--- src/rtl/u8h_pkg.sv ---
// ----------------------------------------------------------------------------
// u8h_pkg
// types and constants of the utf-8 code point hash
// ----------------------------------------------------------------------------
package u8h_pkg;

  localparam int unsigned HashW = 32;
  localparam int unsigned CpW   = 21;

  localparam logic [HashW-1:0] HASH_SEED   = 32'd5381;
  localparam logic [5:0]       CONT_MASK   = 6'h3F;
  localparam logic [7:0]       ASCII_LIMIT = 8'h80;

  // number of continuation bytes still expected
  typedef enum logic [1:0] {
    PEND_NONE  = 2'd0,
    PEND_ONE   = 2'd1,
    PEND_TWO   = 2'd2,
    PEND_THREE = 2'd3
  } u8h_pend_e;

  typedef struct packed {
    logic [HashW-1:0] hash;
    logic [CpW-1:0]   partial;
    u8h_pend_e        pending;
    logic             err;
  } u8h_state_t;

  localparam u8h_state_t STATE_RESET = '{
    hash:    HASH_SEED,
    partial: '0,
    pending: PEND_NONE,
    err:     1'b0
  };

endpackage

--- src/rtl/u8h_decode.sv ---
// ----------------------------------------------------------------------------
// u8h_decode
// one-byte step of the utf-8 decoder and hash update
// ----------------------------------------------------------------------------
module u8h_decode (
  input  u8h_pkg::u8h_state_t state_i,
  input  logic [7:0]          data_byte_i,
  input  logic                no_byte_i,
  output u8h_pkg::u8h_state_t state_o
);
  import u8h_pkg::*;

  logic [CpW-1:0]   cp;
  logic             absorb;
  logic [CpW-1:0]   shifted;
  logic [HashW-1:0] hash_x33;

  // h * 33 as shift and add
  assign hash_x33 = {state_i.hash[HashW-6:0], 5'b0} + state_i.hash;
  assign shifted  = {state_i.partial[CpW-7:0], data_byte_i[5:0] & CONT_MASK};

  always_comb begin
    state_o = state_i;
    cp      = '0;
    absorb  = 1'b0;
    if (!no_byte_i) begin
      if (state_i.pending != PEND_NONE) begin
        state_o.pending = u8h_pend_e'(state_i.pending - 2'd1);
        if (state_i.pending == PEND_ONE) begin
          cp              = shifted;
          absorb          = 1'b1;
          state_o.partial = '0;
        end else begin
          state_o.partial = shifted;
        end
      end else if (data_byte_i < ASCII_LIMIT) begin
        cp     = CpW'(data_byte_i);
        absorb = 1'b1;
      end else if (!data_byte_i[5]) begin
        state_o.partial = CpW'(data_byte_i[4:0]);
        state_o.pending = PEND_ONE;
      end else if (!data_byte_i[4]) begin
        state_o.partial = CpW'(data_byte_i[3:0]);
        state_o.pending = PEND_TWO;
      end else begin
        // lead of 0xf8 and above decodes as a four-byte lead but is flagged
        state_o.err     = state_i.err | data_byte_i[3];
        state_o.partial = CpW'(data_byte_i[2:0]);
        state_o.pending = PEND_THREE;
      end
    end
    if (absorb) begin
      state_o.hash = hash_x33 ^ HashW'(cp);
    end
  end

endmodule

--- src/rtl/utf8_codepoint_hash.sv ---
// ----------------------------------------------------------------------------
// utf8_codepoint_hash
// djb2a-style hash (h*33 xor code point) over the code points of a utf-8 string
// ----------------------------------------------------------------------------
// path: a last word goes from the input register through the decode/hash step into the result register
// throughput: one input word per cycle, set by the combinational decode/hash step
// only a last word waits on a stalled result; other words keep flowing
// reset: asynchronous, active low; hash state returns to seed 5381, both stages empty
module utf8_codepoint_hash (
  input  logic        clk_i,
  input  logic        rst_ni,
  // input word channel
  input  logic        in_valid_i,
  output logic        in_stall_o,
  input  logic [7:0]  data_byte_i,
  input  logic        end_of_string_i,
  input  logic        no_byte_i,
  // result word channel
  output logic        out_valid_o,
  input  logic        out_stall_i,
  output logic [31:0] hash_value_o,
  output logic        bad_encoding_o
);
  import u8h_pkg::*;

  // input register
  logic       in_valid_q;
  logic [7:0] byte_q;
  logic       eos_q;
  logic       nob_q;

  // decoder state carried from one word to the next
  u8h_state_t state_q, state_d;
  u8h_state_t step_state;

  // result register
  logic             out_valid_q;
  logic [HashW-1:0] hash_q;
  logic             bad_q;

  logic out_free;
  logic advance;
  logic in_accept;

  // the result register can take a new word when empty or being drained
  assign out_free   = !out_valid_q || !out_stall_i;
  // a last word needs room in the result register, other words never wait
  assign advance    = in_valid_q && (out_free || !eos_q);
  assign in_stall_o = in_valid_q && eos_q && !out_free;
  assign in_accept  = in_valid_i && !in_stall_o;

  u8h_decode u_decode (
    .state_i     (state_q),
    .data_byte_i (byte_q),
    .no_byte_i   (nob_q),
    .state_o     (step_state)
  );

  // last word of a string restarts the state for the next string
  always_comb begin
    state_d = state_q;
    if (advance) begin
      state_d = eos_q ? STATE_RESET : step_state;
    end
  end

  always_ff @(posedge clk_i or negedge rst_ni) begin
    if (!rst_ni) begin
      in_valid_q <= 1'b0;
    end else if (!in_stall_o) begin
      in_valid_q <= in_valid_i;
    end
  end

  // payload of the input register, no reset needed
  always_ff @(posedge clk_i) begin
    if (in_accept) begin
      byte_q <= data_byte_i;
      eos_q  <= end_of_string_i;
      nob_q  <= no_byte_i;
    end
  end

  always_ff @(posedge clk_i or negedge rst_ni) begin
    if (!rst_ni) begin
      state_q <= STATE_RESET;
    end else begin
      state_q <= state_d;
    end
  end

  always_ff @(posedge clk_i or negedge rst_ni) begin
    if (!rst_ni) begin
      out_valid_q <= 1'b0;
    end else if (out_free) begin
      out_valid_q <= advance && eos_q;
    end
  end

  // result payload: hash over completed code points, error if mid-sequence or after a lead of 0xf8 and up
  always_ff @(posedge clk_i) begin
    if (advance && eos_q) begin
      hash_q <= step_state.hash;
      bad_q  <= step_state.err | (step_state.pending != PEND_NONE);
    end
  end

  assign out_valid_o    = out_valid_q;
  assign hash_value_o   = hash_q;
  assign bad_encoding_o = bad_q;

endmodule

--- config.mk ---
export PLATFORM = sky130hd
export DESIGN_NAME = utf8_codepoint_hash
export DESIGN_NICKNAME = d
export VERILOG_FILES = /design/src/rtl/u8h_pkg.sv /design/src/rtl/u8h_decode.sv /design/src/rtl/utf8_codepoint_hash.sv
export SDC_FILE = /design/constraint.sdc
export NUM_CORES = 1
export LEC_CHECK = 0
export ABC_AREA = 1
export BUFFER_PORTS_ARGS = -buffer_cell sky130_fd_sc_hd__buf_2
export CORE_MARGIN = 4
export CORE_UTILIZATION = 55
export DETAILED_ROUTE_END_ITERATION = 8
export GPL_TIMING_DRIVEN = 0
export PLACE_DENSITY = 0.83
export SYNTH_ARGS = -nofsm -noshare
export SYNTH_HDL_FRONTEND = slang
export SYNTH_SLANG_ARGS = --single-unit
--- constraint.sdc ---
create_clock -name clk_i -period 4.56 [get_ports clk_i]
set_input_delay 0 -clock clk_i [delete_from_list [all_inputs] [get_ports clk_i]]
set_output_delay 0 -clock clk_i [all_outputs]
set_load 0.01 [all_outputs]
==> After elaboration in Yosys (flattened, before gate mapping) <==
Cells that the tools add are included.
{ "totals": {"elab_cells": 54, "output_inout_bits": 35, "register_bits": 95} }
{ "op_classes": {"n_reduce_logical": 15, "addsub": 2, "bitwise": 3, "muxes": 19, "order_cmp": 1, "n_eq_ne": 3} }
{ "op_table": {"columns": ["operator", "n"], "rows": [
  ["$mux W21", 4],
  ["$mux W56", 1],
  ["$mux W24", 2],
  ["$mux W23", 2],
  ["$add A32 B32 Y32", 1],
  ["$mux W32", 1],
  ["$xor A32 B21 Y32", 1],
  ["$lt A8 B8 Y1 const B", 1],
  ["$mux W8", 1],
  ["$mux W1", 7],
  ["$mux W6", 1],
  ["$logic_and A1 B1 Y1", 5],
  ["$logic_not A1 Y1", 5],
  ["$reduce_bool A2 Y1", 2],
  ["$ne A3 B2 Y1 const B", 1],
  ["$reduce_and A3 Y1", 1],
  ["$eq A2 B1 Y1 const B", 1],
  ["$logic_or A1 B1 Y1", 2],
  ["$ne A2 B2 Y1 const B", 1],
  ["$or A1 B1 Y1", 2],
  ["$sub A2 B1 Y2 const B", 1]
]} }

==> Depth between registers and ports, before layout <==
Gate-level depths: netlist (run 1).
{ "depth": {"ltp_word": 8, "ltp_mapped": 14} }

==> Hierarchy <==
From an unflattened synthesis (run 1), not the netlist that was laid out.
{ "unflattened": {"hier_cells": 905, "area_unflattened_um2": 6610.1} }
{ "modules_own_cells": {"columns": ["module", "n_inst", "area_per_inst_um2", "cells_per_inst"], "rows": [
  ["utf8_codepoint_hash", 1, 3565.9, 305],
  ["u8h_decode", 1, 3044.2, 600]
]} }

==> Least setup slack after synthesis (run 1) <==
No wires, ideal clock.
{ "synth_timing": {"kind": "flip-flop to flip-flop", "from": "register state_q[29] in the netlist's numbering", "to": "register hash_q[17], in the netlist hash_value_o[17], data pin", "t_arrival_ps": 1740, "stages_incl_launch_ff": 10, "n_path_buf": 0, "setup_time_ps": 269, "t_required_ps": 4291, "setup_slack_ps": 2551, "cell_sequence": "dfrtp_1 ha_1 fa_1 nand2_1 nand3_1 nand3_1 nand2_1 a21oi_1 xor2_1 a21boi_0"} }
{ "synth_lines": {"columns": ["element", "line", "rtl"], "rows": [
  ["from (decl)", "utf8_codepoint_hash.sv:33", "u8h_state_t state_q, state_d;"],
  ["from (signal assigned)", "utf8_codepoint_hash.sv:88", "state_q <= state_d;"],
  ["to (signal assigned)", "utf8_codepoint_hash.sv:103", "hash_q <= step_state.hash;"],
  ["to (decl)", "utf8_codepoint_hash.sv:38", "logic [HashW-1:0] hash_q;"]
]} }

==> results of run 1 <==
==> registers in the layout, summed over array words and instances (netlist names) <==
register and count:
bad_encoding_o 1, byte_q 8, eos_q 1, hash_value_o 32, in_valid_q 1, nob_q 1
out_valid_o 1, state_q 50
==> power by group <==
part	total [W]	switching (W)	internal [W]
Combinational	0.00115	0.000726	0.000424
Sequential	0.00113	0.0000992	0.00104
Clock	0.000789	0.000354	0.000434
Total	0.00307	0.00118	0.00189
==> layer usage <==
metal,global-route usage,wire (microns),share of wire,up-vias
met3,0.0492,1360,0.082,25
li1,-,-,-,2793
met1,0.369,7320,0.44,2553
met5,0,0,0,-
met2,0.427,7490,0.45,225
met4,0.0784,314,0.019,0
==> cell type report <==
class                           count  area (sq um)  share of cell area
Buffer                             16           120              0.0168
Inverter                          145           549              0.0768
Timing Repair Buffer               63           410              0.0574
Antenna cell                        1          2.50            0.000350
Tap cell                          140           175              0.0245
Clock inverter                      6          75.1              0.0105
Sequential cell                    95          2600               0.363
Clock buffer                       10           229              0.0320
Multi-Input combinational cell    577          2990               0.418
==> worst max-delay path, delay by kind of cell (launching register included) <==
family | cells | cell delay (ns)
adders and majority gates | 2 | 0.73
and+or+nand+nor | 4 | 0.45
DFF | 1 | 0.42
AOI/OAI and AO/OA | 2 | 0.35
xor gates and xnor gates | 1 | 0.30
==> cells in the final DEF (no fill, tap or decap), types with 6 or more instances in the layout <==
cell	count
or2_2	7
edfxtp_1	43
o21ai_0	19
buf_2	50
o22ai_1	8
xor2_1	14
a21boi_0	7
inv_1	139
nor2_1	51
xnor2_1	15
o21ai_1	7
clkbuf_16	9
nand2_1	269
a21oi_1	23
ha_1	26
and2_1	9
buf_6	7
clkbuf_1	6
dfrtp_1	47
dlygate4sd3_1	14
nand3_1	74
nand4_1	8
==> cells by family after synthesis <==
family          share of synthesized area
compound gates                     0.0712
xor+xnor                           0.0458
fa+ha+maj                          0.0552
buf+inv                             0.107
flops                               0.415
mux                               0.00160
simple gates                        0.304
==> per-stage QoR <==
step	setup slack, ns	cell area, sq um	util
4_1_cts	2.08	7150	0.651
5_1_grt	1.89	7150	0.651
6_report	2.04	7150	0.651
3_5_place_dp	2.11	6700	0.610
2_1_floorplan	2.55	6260	-
3_3_place_gp	1.87	6680	0.608
==> what timing repair did <==
| item | CTS | global route |
|---|---|---|
| hold buffers | 14 | 0 |
| endpoints found under the hold margin | 59 | 0 |
| gates resized for setup | 0 | 0 |
==> worst min-delay path by stage <==
stage | start | endpoint | slack, ns | cells past startpoint
after floorplan | rst_ni | in_valid_q | -0.30 | 0
after global placement | data_byte_i[1] | byte_q[1] | 0.18 | 1
after detailed placement | data_byte_i[2] | byte_q[2] | 0.18 | 1
after CTS | data_byte_i[1] | byte_q[1] | 0.34 | 2
after global routing | rst_ni | state_q[0] | 0.32 | 2
final | rst_ni | state_q[0] | 0.25 | 2
==> impl_summary.log, run 1 <==
[metrics] result of the run: finished, final reports clean
[metrics] fraction of layout instances using a drive strength above 1: 0.121
[metrics] nets in the synthesized netlist: 874
[metrics] register-to-register path setup slack: 2.04 ns
[metrics] FF-to-FF End: hash_value_o[17]
[metrics] area delta synth->final: 14.3%
[metrics] CP Capture Type: flop
[metrics] Row Count: 38
[metrics] drc violations: 0
[metrics] synthesized area per cell: 7.51 sq um
[metrics] most frequently used flop master after synthesis: dfrtp_1
[metrics] maximum number of pins on one net before global-route repair: 53
[metrics] Pwr per Cell Area: 430 nW/um^2
[metrics] Highest Clock Rate: 396 MHz
[metrics] number of filler instances in the final layout: 929
[metrics] setup repair after global routing missed its margin: no
[metrics] share of async-settable or async-resettable flops after synthesis: 0.547
[metrics] setup tns final: 0 ns
[metrics] initial antenna violation count: 1
[metrics] fraction of synthesized cell area taken by the top area cell type: 0.206
[metrics] later-pin clock latency in the skew report: 0.36 ns
[metrics] fraction of the cycle the final worst path needs: 0.553
[metrics] CTS sink count: 95
[metrics] clock tree from TritonCTS: yes
[metrics] GP Congestion: 0.925
[metrics] leading cell types by count after synthesis: nand2_1 (269), inv_1 (139), nand3_1 (74)
[metrics] number of global-route vias before repair: 5317
[metrics] number of hold-slack violations in the final timing report: 0
[metrics] Synth Instances: 833
[metrics] Antenna Violating Nets Remaining: 0
[metrics] arrival time at the worst endpoint: 2.61 ns
[metrics] root buffer cell: clkbuf_16
[metrics] I/O pin count: 49
[metrics] Max transition margin: 0.422
[metrics] buffer depth of the longest clock path: 2
[metrics] drt via density: 5.31
[metrics] DRT iter0 DRCs: 553
[metrics] Post-synth EDFFs: 43
[metrics] Die Y: 115 microns
[metrics] quantity of I/O buffers inserted on ports: 48
[metrics] WL final: 16500 microns
[metrics] chip width: 115 microns
[metrics] hold_ws: 0.251 ns
[metrics] post-CTS setup buffer count: 0
[metrics] first-pass detailed-route iteration total: 6
[metrics] leakage component of the power: 3.62 nW
[metrics] count of final setup violators: 0
[metrics] half-perimeter wire length after detailed placement: 12000 microns
[metrics] number of cell instances on the worst register-to-register path: 9
[metrics] vias after detailed routing: 5596
[metrics] per-cell routed wire length: 15.7 microns
[metrics] power consumption: 0.00307 W
[metrics] Max-cap violations: 0
[metrics] required time worst endpoint: 4.65 ns
[metrics] CTS H-Tree Depth: 3
[metrics] total count of max-transition violations in the final report: 0
[metrics] CP startpoint kind: flop
[metrics] capturing instance or port of the critical path: hash_value_o[17]
[metrics] combined area of all synthesized cells: 6260 sq um
[metrics] maximum resistive drop on vdd: 0.299 mV
[metrics] final period demand of the worst path: 2.52 ns
[metrics] clock-pin slew reported for the worst setup and hold paths after clock tree synthesis: 0.07 ns
[metrics] CP Cell Sequence: ha_1 > fa_1 > nand2_1 > nand3_1 > nand3_1 > nand2_1 > a21oi_1 > xor2_1 > a21boi_0
[metrics] Final Net Count: 948
[metrics] Final Non-Filler Cells: 1053
[metrics] crit path from: state_q[29]
[metrics] Congestion Overflow GR: 0
[metrics] YS warnings: 0
[metrics] main area contributors after synthesis: edfxtp_1 (21%), dfrtp_1 (19%), nand2_1 (16%)
[metrics] slowest library cell on the worst path: fa_1
[metrics] first-pass GRT wire length: 27000 microns
[metrics] area of the die: 13200 sq um
[metrics] count leader, synth: nand2_1
[metrics] placed cells: 1022
[metrics] WS Path Type: flop to flop
[metrics] flip-flop and latch count after synthesis: 95
[metrics] worst clock skew: 0.00993 ns
[metrics] slowest cell delay on critical path: 0.48 ns
[metrics] Worst Hold Class: input port to asynchronous set/reset pin
[metrics] number of unique standard cell types used by synthesis: 43
[metrics] total global routing track utilization: 0.266
[metrics] launch instance of the worst register-to-register path: state_q[29]
[metrics] post-synthesis cell type with the largest combined area: edfxtp_1
[metrics] placeable core region: 11000 sq um
[metrics] total CTS buffers: 9
[metrics] part of the Yosys area used for sequential elements: 0.415
[metrics] starting density of the core: 0.570
[metrics] peak fanout along the critical path: 5
[metrics] transition time at the pin with the least slew margin: 0.864 ns
No activity file was read; power rests on OpenSTA's default activity.
==> run 2, diff against run 1 <==
--- a/config.mk
+++ b/config.mk
@@ -5,13 +5,13 @@
 export SDC_FILE = /design/constraint.sdc
 export NUM_CORES = 1
 export LEC_CHECK = 0
-export ABC_AREA = 1
+export ABC_AREA = 0
 export BUFFER_PORTS_ARGS = -buffer_cell sky130_fd_sc_hd__buf_2
 export CORE_MARGIN = 4
 export CORE_UTILIZATION = 55
 export DETAILED_ROUTE_END_ITERATION = 8
 export GPL_TIMING_DRIVEN = 0
-export PLACE_DENSITY = 0.83
+export PLACE_DENSITY = 0.84
 export SYNTH_ARGS = -nofsm -noshare
 export SYNTH_HDL_FRONTEND = slang
 export SYNTH_SLANG_ARGS = --single-unit
==> constraint.sdc (replaced) <==
create_clock -name clk_i -period 2.4 [get_ports clk_i]
set_input_delay 0 -clock clk_i [delete_from_list [all_inputs] [get_ports clk_i]]
set_output_delay 0 -clock clk_i [all_outputs]
set_load 0.01 [all_outputs]
==> run 2 against run 1 <==
  * The run now ends with negative setup slack left
  * Final cell count decreased by 27%
  * Synthesized cell count is 36% lower
  * Highest routed layer unchanged
  * Routed wire length shrank 7.1%
  * Flip-flop and latch count did not move
  * Total power rose by 65%
  * Area after synthesis shrank 13%
  * Via count decreased by 16%
  * Largest cell class unchanged
==> impl_summary.log, run 2 <==
[metrics] largest family of logic cells by synthesized area: compound AO/OA/AOI/OAI gates (was simple AND/OR/NAND/NOR gates)
[metrics] most common cell after layout, fill and taps aside: nand2_1 (unchanged)
[metrics] WL final: 15300 microns (was 16500 microns)
[metrics] Die Y: 107 microns (was 115 microns)
[metrics] CTS sink count: 95 (unchanged)
[metrics] slowest cell delay on critical path: 0.42 ns (was 0.48 ns)
[metrics] arrival time at the worst endpoint: 2.72 ns (was 2.61 ns)
[metrics] flip-flop and latch count after synthesis: 95 (unchanged)
[metrics] slowest library cell on the worst path: dfrtp_1 (was fa_1)
[metrics] first-pass detailed-route iteration total: 5 (was 6)
[metrics] synthesized area per cell: 10.2 sq um (was 7.51 sq um)
[metrics] drc violations: 0 (unchanged)
[metrics] maximum number of pins on one net before global-route repair: 53 (unchanged)
[metrics] total count of max-transition violations in the final report: 0 (unchanged)
[metrics] number of global-route vias before repair: 4459 (was 5317)
[metrics] Antenna Violating Nets Remaining: 0 (unchanged)
[metrics] register-to-register path setup slack: -0.20 ns (was 2.04 ns)
[metrics] setup repair after global routing missed its margin: yes (was no)
[metrics] starting density of the core: 0.575 (was 0.570)
[metrics] largest register by flop count: state_q (unchanged)
[metrics] area delta synth->final: 28.0% (was 14.3%)
[metrics] Max transition margin: 0.180 (was 0.422)
[metrics] fraction of synthesized cell area taken by the top area cell type: 0.238 (was 0.206)
[metrics] Clock power frac: 0.235 (was 0.257)
[metrics] post-synthesis share of cell area spent on and, or, nand and nor gates: 0.140 (was 0.304)
[metrics] later-pin clock latency in the skew report: 0.37 ns (was 0.36 ns)
[metrics] adder and majority cell fraction of the synthesized area: 0.0638 (was 0.0552)
[metrics] most frequently used flop master after synthesis: dfrtp_1 (unchanged)
[metrics] nets in the synthesized netlist: 574 (was 874)
[metrics] Congestion Overflow GR: 0 (unchanged)
[metrics] leading cell types by count after synthesis: nand2_1 (86), dfrtp_1 (47), edfxtp_1 (43) (was nand2_1 (269), inv_1 (139), nand3_1 (74))
[metrics] antenna diode count: 0 (was 1)
[metrics] share of async-settable or async-resettable flops after synthesis: 0.547 (unchanged)
[metrics] count of final setup violators: 21 (was 0)
[metrics] chip width: 107 microns (was 115 microns)
[metrics] number of buffers and inverters on the critical path: 0 (unchanged)
[metrics] clock tree from TritonCTS: yes (unchanged)
[metrics] mux cell area share after synthesis: 0.0222 (was 0.00160)
[metrics] clock-pin slew reported for the worst setup and hold paths after clock tree synthesis: 0.10 ns (was 0.07 ns)
[metrics] result of the run: finished with violations (was finished, final reports clean)
[metrics] area of the die: 11500 sq um (was 13200 sq um)
[metrics] pre-CTS setup slack: -0.410 ns (was 2.11 ns)
[metrics] family of cells with the greatest summed delay on the critical path: compound AO/OA/AOI/OAI gates (was adder cells)
[metrics] total global routing track utilization: 0.256 (was 0.266)
[metrics] Highest Clock Rate: 385 MHz (was 396 MHz)
[metrics] Compound-Gate Fraction of Synth Area: 0.194 (was 0.0712)
[metrics] number of filler instances in the final layout: 631 (was 929)
[metrics] number of hold-slack violations in the final timing report: 0 (unchanged)
[metrics] leakage component of the power: 2.88 nW (was 3.62 nW)
[metrics] combined area of all synthesized cells: 5420 sq um (was 6260 sq um)
[metrics] power share of the sequential group: 0.409 (was 0.369)
[metrics] Synth Instances: 533 (was 833)
[metrics] initial antenna violation count: 0 (was 1)
[metrics] DRT iter0 DRCs: 346 (was 553)
[metrics] half-perimeter wire length after detailed placement: 9770 microns (was 12000 microns)
[metrics] total CTS buffers: 9 (unchanged)
[metrics] final design instance area without fill: 6930 sq um (was 7150 sq um)
[metrics] synthesized-area fraction occupied by xor and xnor cells: 0.0744 (was 0.0458)
[metrics] transition time at the pin with the least slew margin: 1.23 ns (was 0.864 ns)
[metrics] net switching share of the total power: 0.347 (was 0.384)
[metrics] total internal power: 0.00330 W (was 0.00189 W)
[metrics] CP startpoint kind: flop (unchanged)
[metrics] GP Congestion: 0.911 (was 0.925)
[metrics] part of the Yosys area used for sequential elements: 0.480 (was 0.415)
[metrics] CP Cell Sequence: ha_4 > fa_2 > a21oi_2 > o211ai_1 > a21oi_2 > o21ai_4 > a221oi_4 > xnor2_2 > mux2_4 (was ha_1 > fa_1 > nand2_1 > nand3_1 > nand3_1 > nand2_1 > a21oi_1 > xor2_1 > a21boi_0)
[metrics] per-cell routed wire length: 20.0 microns (was 15.7 microns)
[metrics] Row Count: 35 (was 38)
[metrics] number of unique standard cell types used by synthesis: 58 (was 43)
[metrics] required time worst endpoint: 2.52 ns (was 4.65 ns)
[metrics] peak fanout along the critical path: 4 (was 5)
[metrics] buffer depth of the longest clock path: 2 (unchanged)
[metrics] vias after detailed routing: 4690 (was 5596)
[metrics] YS warnings: 0 (unchanged)
[metrics] WS Path Type: flop to flop (unchanged)
[metrics] Largest register FFs: 50 (unchanged)
[metrics] quantity of I/O buffers inserted on ports: 48 (unchanged)
[metrics] Area after DPL: 5830 sq um (was 6700 sq um)
[metrics] Post-synth EDFFs: 43 (unchanged)
[metrics] drt via density: 6.14 (was 5.31)
[metrics] sw power: 0.00176 W (was 0.00118 W)
[metrics] worst clock skew: 0.0122 ns (was 0.00993 ns)
[metrics] fraction of layout instances using a drive strength above 1: 0.321 (was 0.121)
[metrics] fraction of the cycle the final worst path needs: 1.08 (was 0.553)
[metrics] most frequent CP cell: a21oi_2
[metrics] final period demand of the worst path: 2.60 ns (was 2.52 ns)
[metrics] post-synthesis cell type with the largest combined area: edfxtp_1 (unchanged)
[metrics] root buffer cell: clkbuf_8 (was clkbuf_16)
[metrics] violated checks: negative setup slack
[metrics] placeable core region: 9420 sq um (was 11000 sq um)
[metrics] first-pass GRT wire length: 22800 microns (was 27000 microns)
[metrics] Logic pwr share: 0.357 (was 0.374)
[metrics] Max-cap violations: 0 (unchanged)
[metrics] I/O pin count: 49 (unchanged)
[metrics] final worst setup slack: -0.197 ns (was 2.04 ns)
[metrics] CTS H-Tree Depth: 3 (unchanged)
[metrics] count leader, synth: nand2_1 (unchanged)
[metrics] maximum resistive drop on vdd: 0.396 mV (was 0.299 mV)
[metrics] most frequent cells in the layout: nand2_1 (84), buf_2 (52), edfxtp_1 (43), dfrtp_1 (38), o21ai_0 (33) (was nand2_1 (269), inv_1 (139), nand3_1 (74), nor2_1 (51), buf_2 (50))
[metrics] Pwr per Cell Area: 729 nW/um^2 (was 430 nW/um^2)
[metrics] Final Net Count: 671 (was 948)
[metrics] main area contributors after synthesis: edfxtp_1 (24%), dfrtp_1 (22%), ha_1 (6.0%) (was edfxtp_1 (21%), dfrtp_1 (19%), nand2_1 (16%))
[metrics] CP Capture Type: flop (unchanged)
[metrics] Worst Hold Class: input port to flop (was input port to asynchronous set/reset pin)
-- run 2: cell types whose count changed after synthesis, moves of 9 or more --
cell | previous run | this run
a21oi_1 | 23 | 32
nand2_1 | 269 | 86
xnor2_1 | 15 | 31
clkbuf_1 | 5 | 14
a22o_1 | 0 | 24
nor2_1 | 51 | 24
o21ai_0 | 19 | 40
buf_2 | 3 | 12
inv_1 | 139 | 6
nand3_1 | 74 | 10
-- run 2: path summary, 6_finish.rpt --
kind                               endpoint            from  cells past startpoint
max reg2reg                hash_value_o[25]     state_q[29]                      9
max in group asynchronous       state_q[46]          rst_ni                      2
min                               byte_q[3]  data_byte_i[3]                      2
max                        hash_value_o[25]     state_q[29]                      9
min reg2reg                     state_q[16]     state_q[16]                      1
min in group asynchronous       state_q[54]          rst_ni                      2
-- run 2: layer usage --
metal | share of wire | track usage | up-vias
li1 | - | - | 2133
met4 | 0.026 | 0.0858 | 0
met5 | 0 | 0 | -
met3 | 0.074 | 0.0530 | 47
met1 | 0.42 | 0.355 | 2273
met2 | 0.48 | 0.401 | 237
-- run 2: metrics by stage --
stage,util,power (W),TNS [ns],instances,hold slack (ns)
after floorplan,-,0.00301,0,533,-0.296
after global placement,0.619,0.00332,-4.84,710,0.176
after detailed placement,0.619,0.00337,-4.41,710,0.178
after CTS,0.678,0.00466,-1.38,747,0.322
after global routing,0.736,0.00528,-3.43,764,0.326
final,0.736,0.00506,-1.94,764,0.327
-- run 2: repair_timing --
| action | in CTS | in global routing |
|---|---|---|
| pin swaps | 17 | 31 |
| setup endpoints to repair | 28 | 35 |
| gates resized for setup | 32 | 90 |
| endpoints found under the hold margin | 59 | 0 |
| setup buffers | 8 | 18 |
| hold buffers | 14 | 0 |
-- run 2: logic make-up (layout without fill, tap and decap cells) --
| kind of cell | after synthesis | in the layout |
|---|---|---|
| and+or+nand+nor | 164 | 164 |
| buffers and inverters | 34 | 136 |
| xor gates and xnor gates | 46 | 46 |
| muxes | 11 | 11 |
| AOI/OAI and AO/OA | 156 | 156 |
| DFF | 95 | 95 |
| adders and majority gates | 27 | 27 |
-- run 2: layout make-up --
type                       count  area [sq um]  share of cell area
multi-input combinational    404          3200               0.462
inverter                       7          26.3             0.00379
tap                          129           161              0.0233
clock inverter                 6          92.6              0.0134
sequential                    95          2610               0.376
clock buffer                  10           128              0.0184
buffer                        25           124              0.0179
timing repair buffer          88           591              0.0852
-- run 2: worst reg2reg max path: cells and delay by family (launching register included) --
kind                       cells  cell delay [ns]
AOI/OAI and AO/OA              5             1.00
adders and majority gates      2             0.56
DFF                            1             0.42
muxes                          1             0.26
xor gates and xnor gates       1             0.11
-- run 2: power by group through the flow --
stage               registers, W  clock network (W)  logic, W
finish                   0.00207            0.00119   0.00180
global route             0.00208            0.00127   0.00193
CTS                      0.00205            0.00119   0.00143
detailed placement       0.00208                  0   0.00129
global placement         0.00207                  0   0.00125
floorplan                0.00206                  0  0.000948
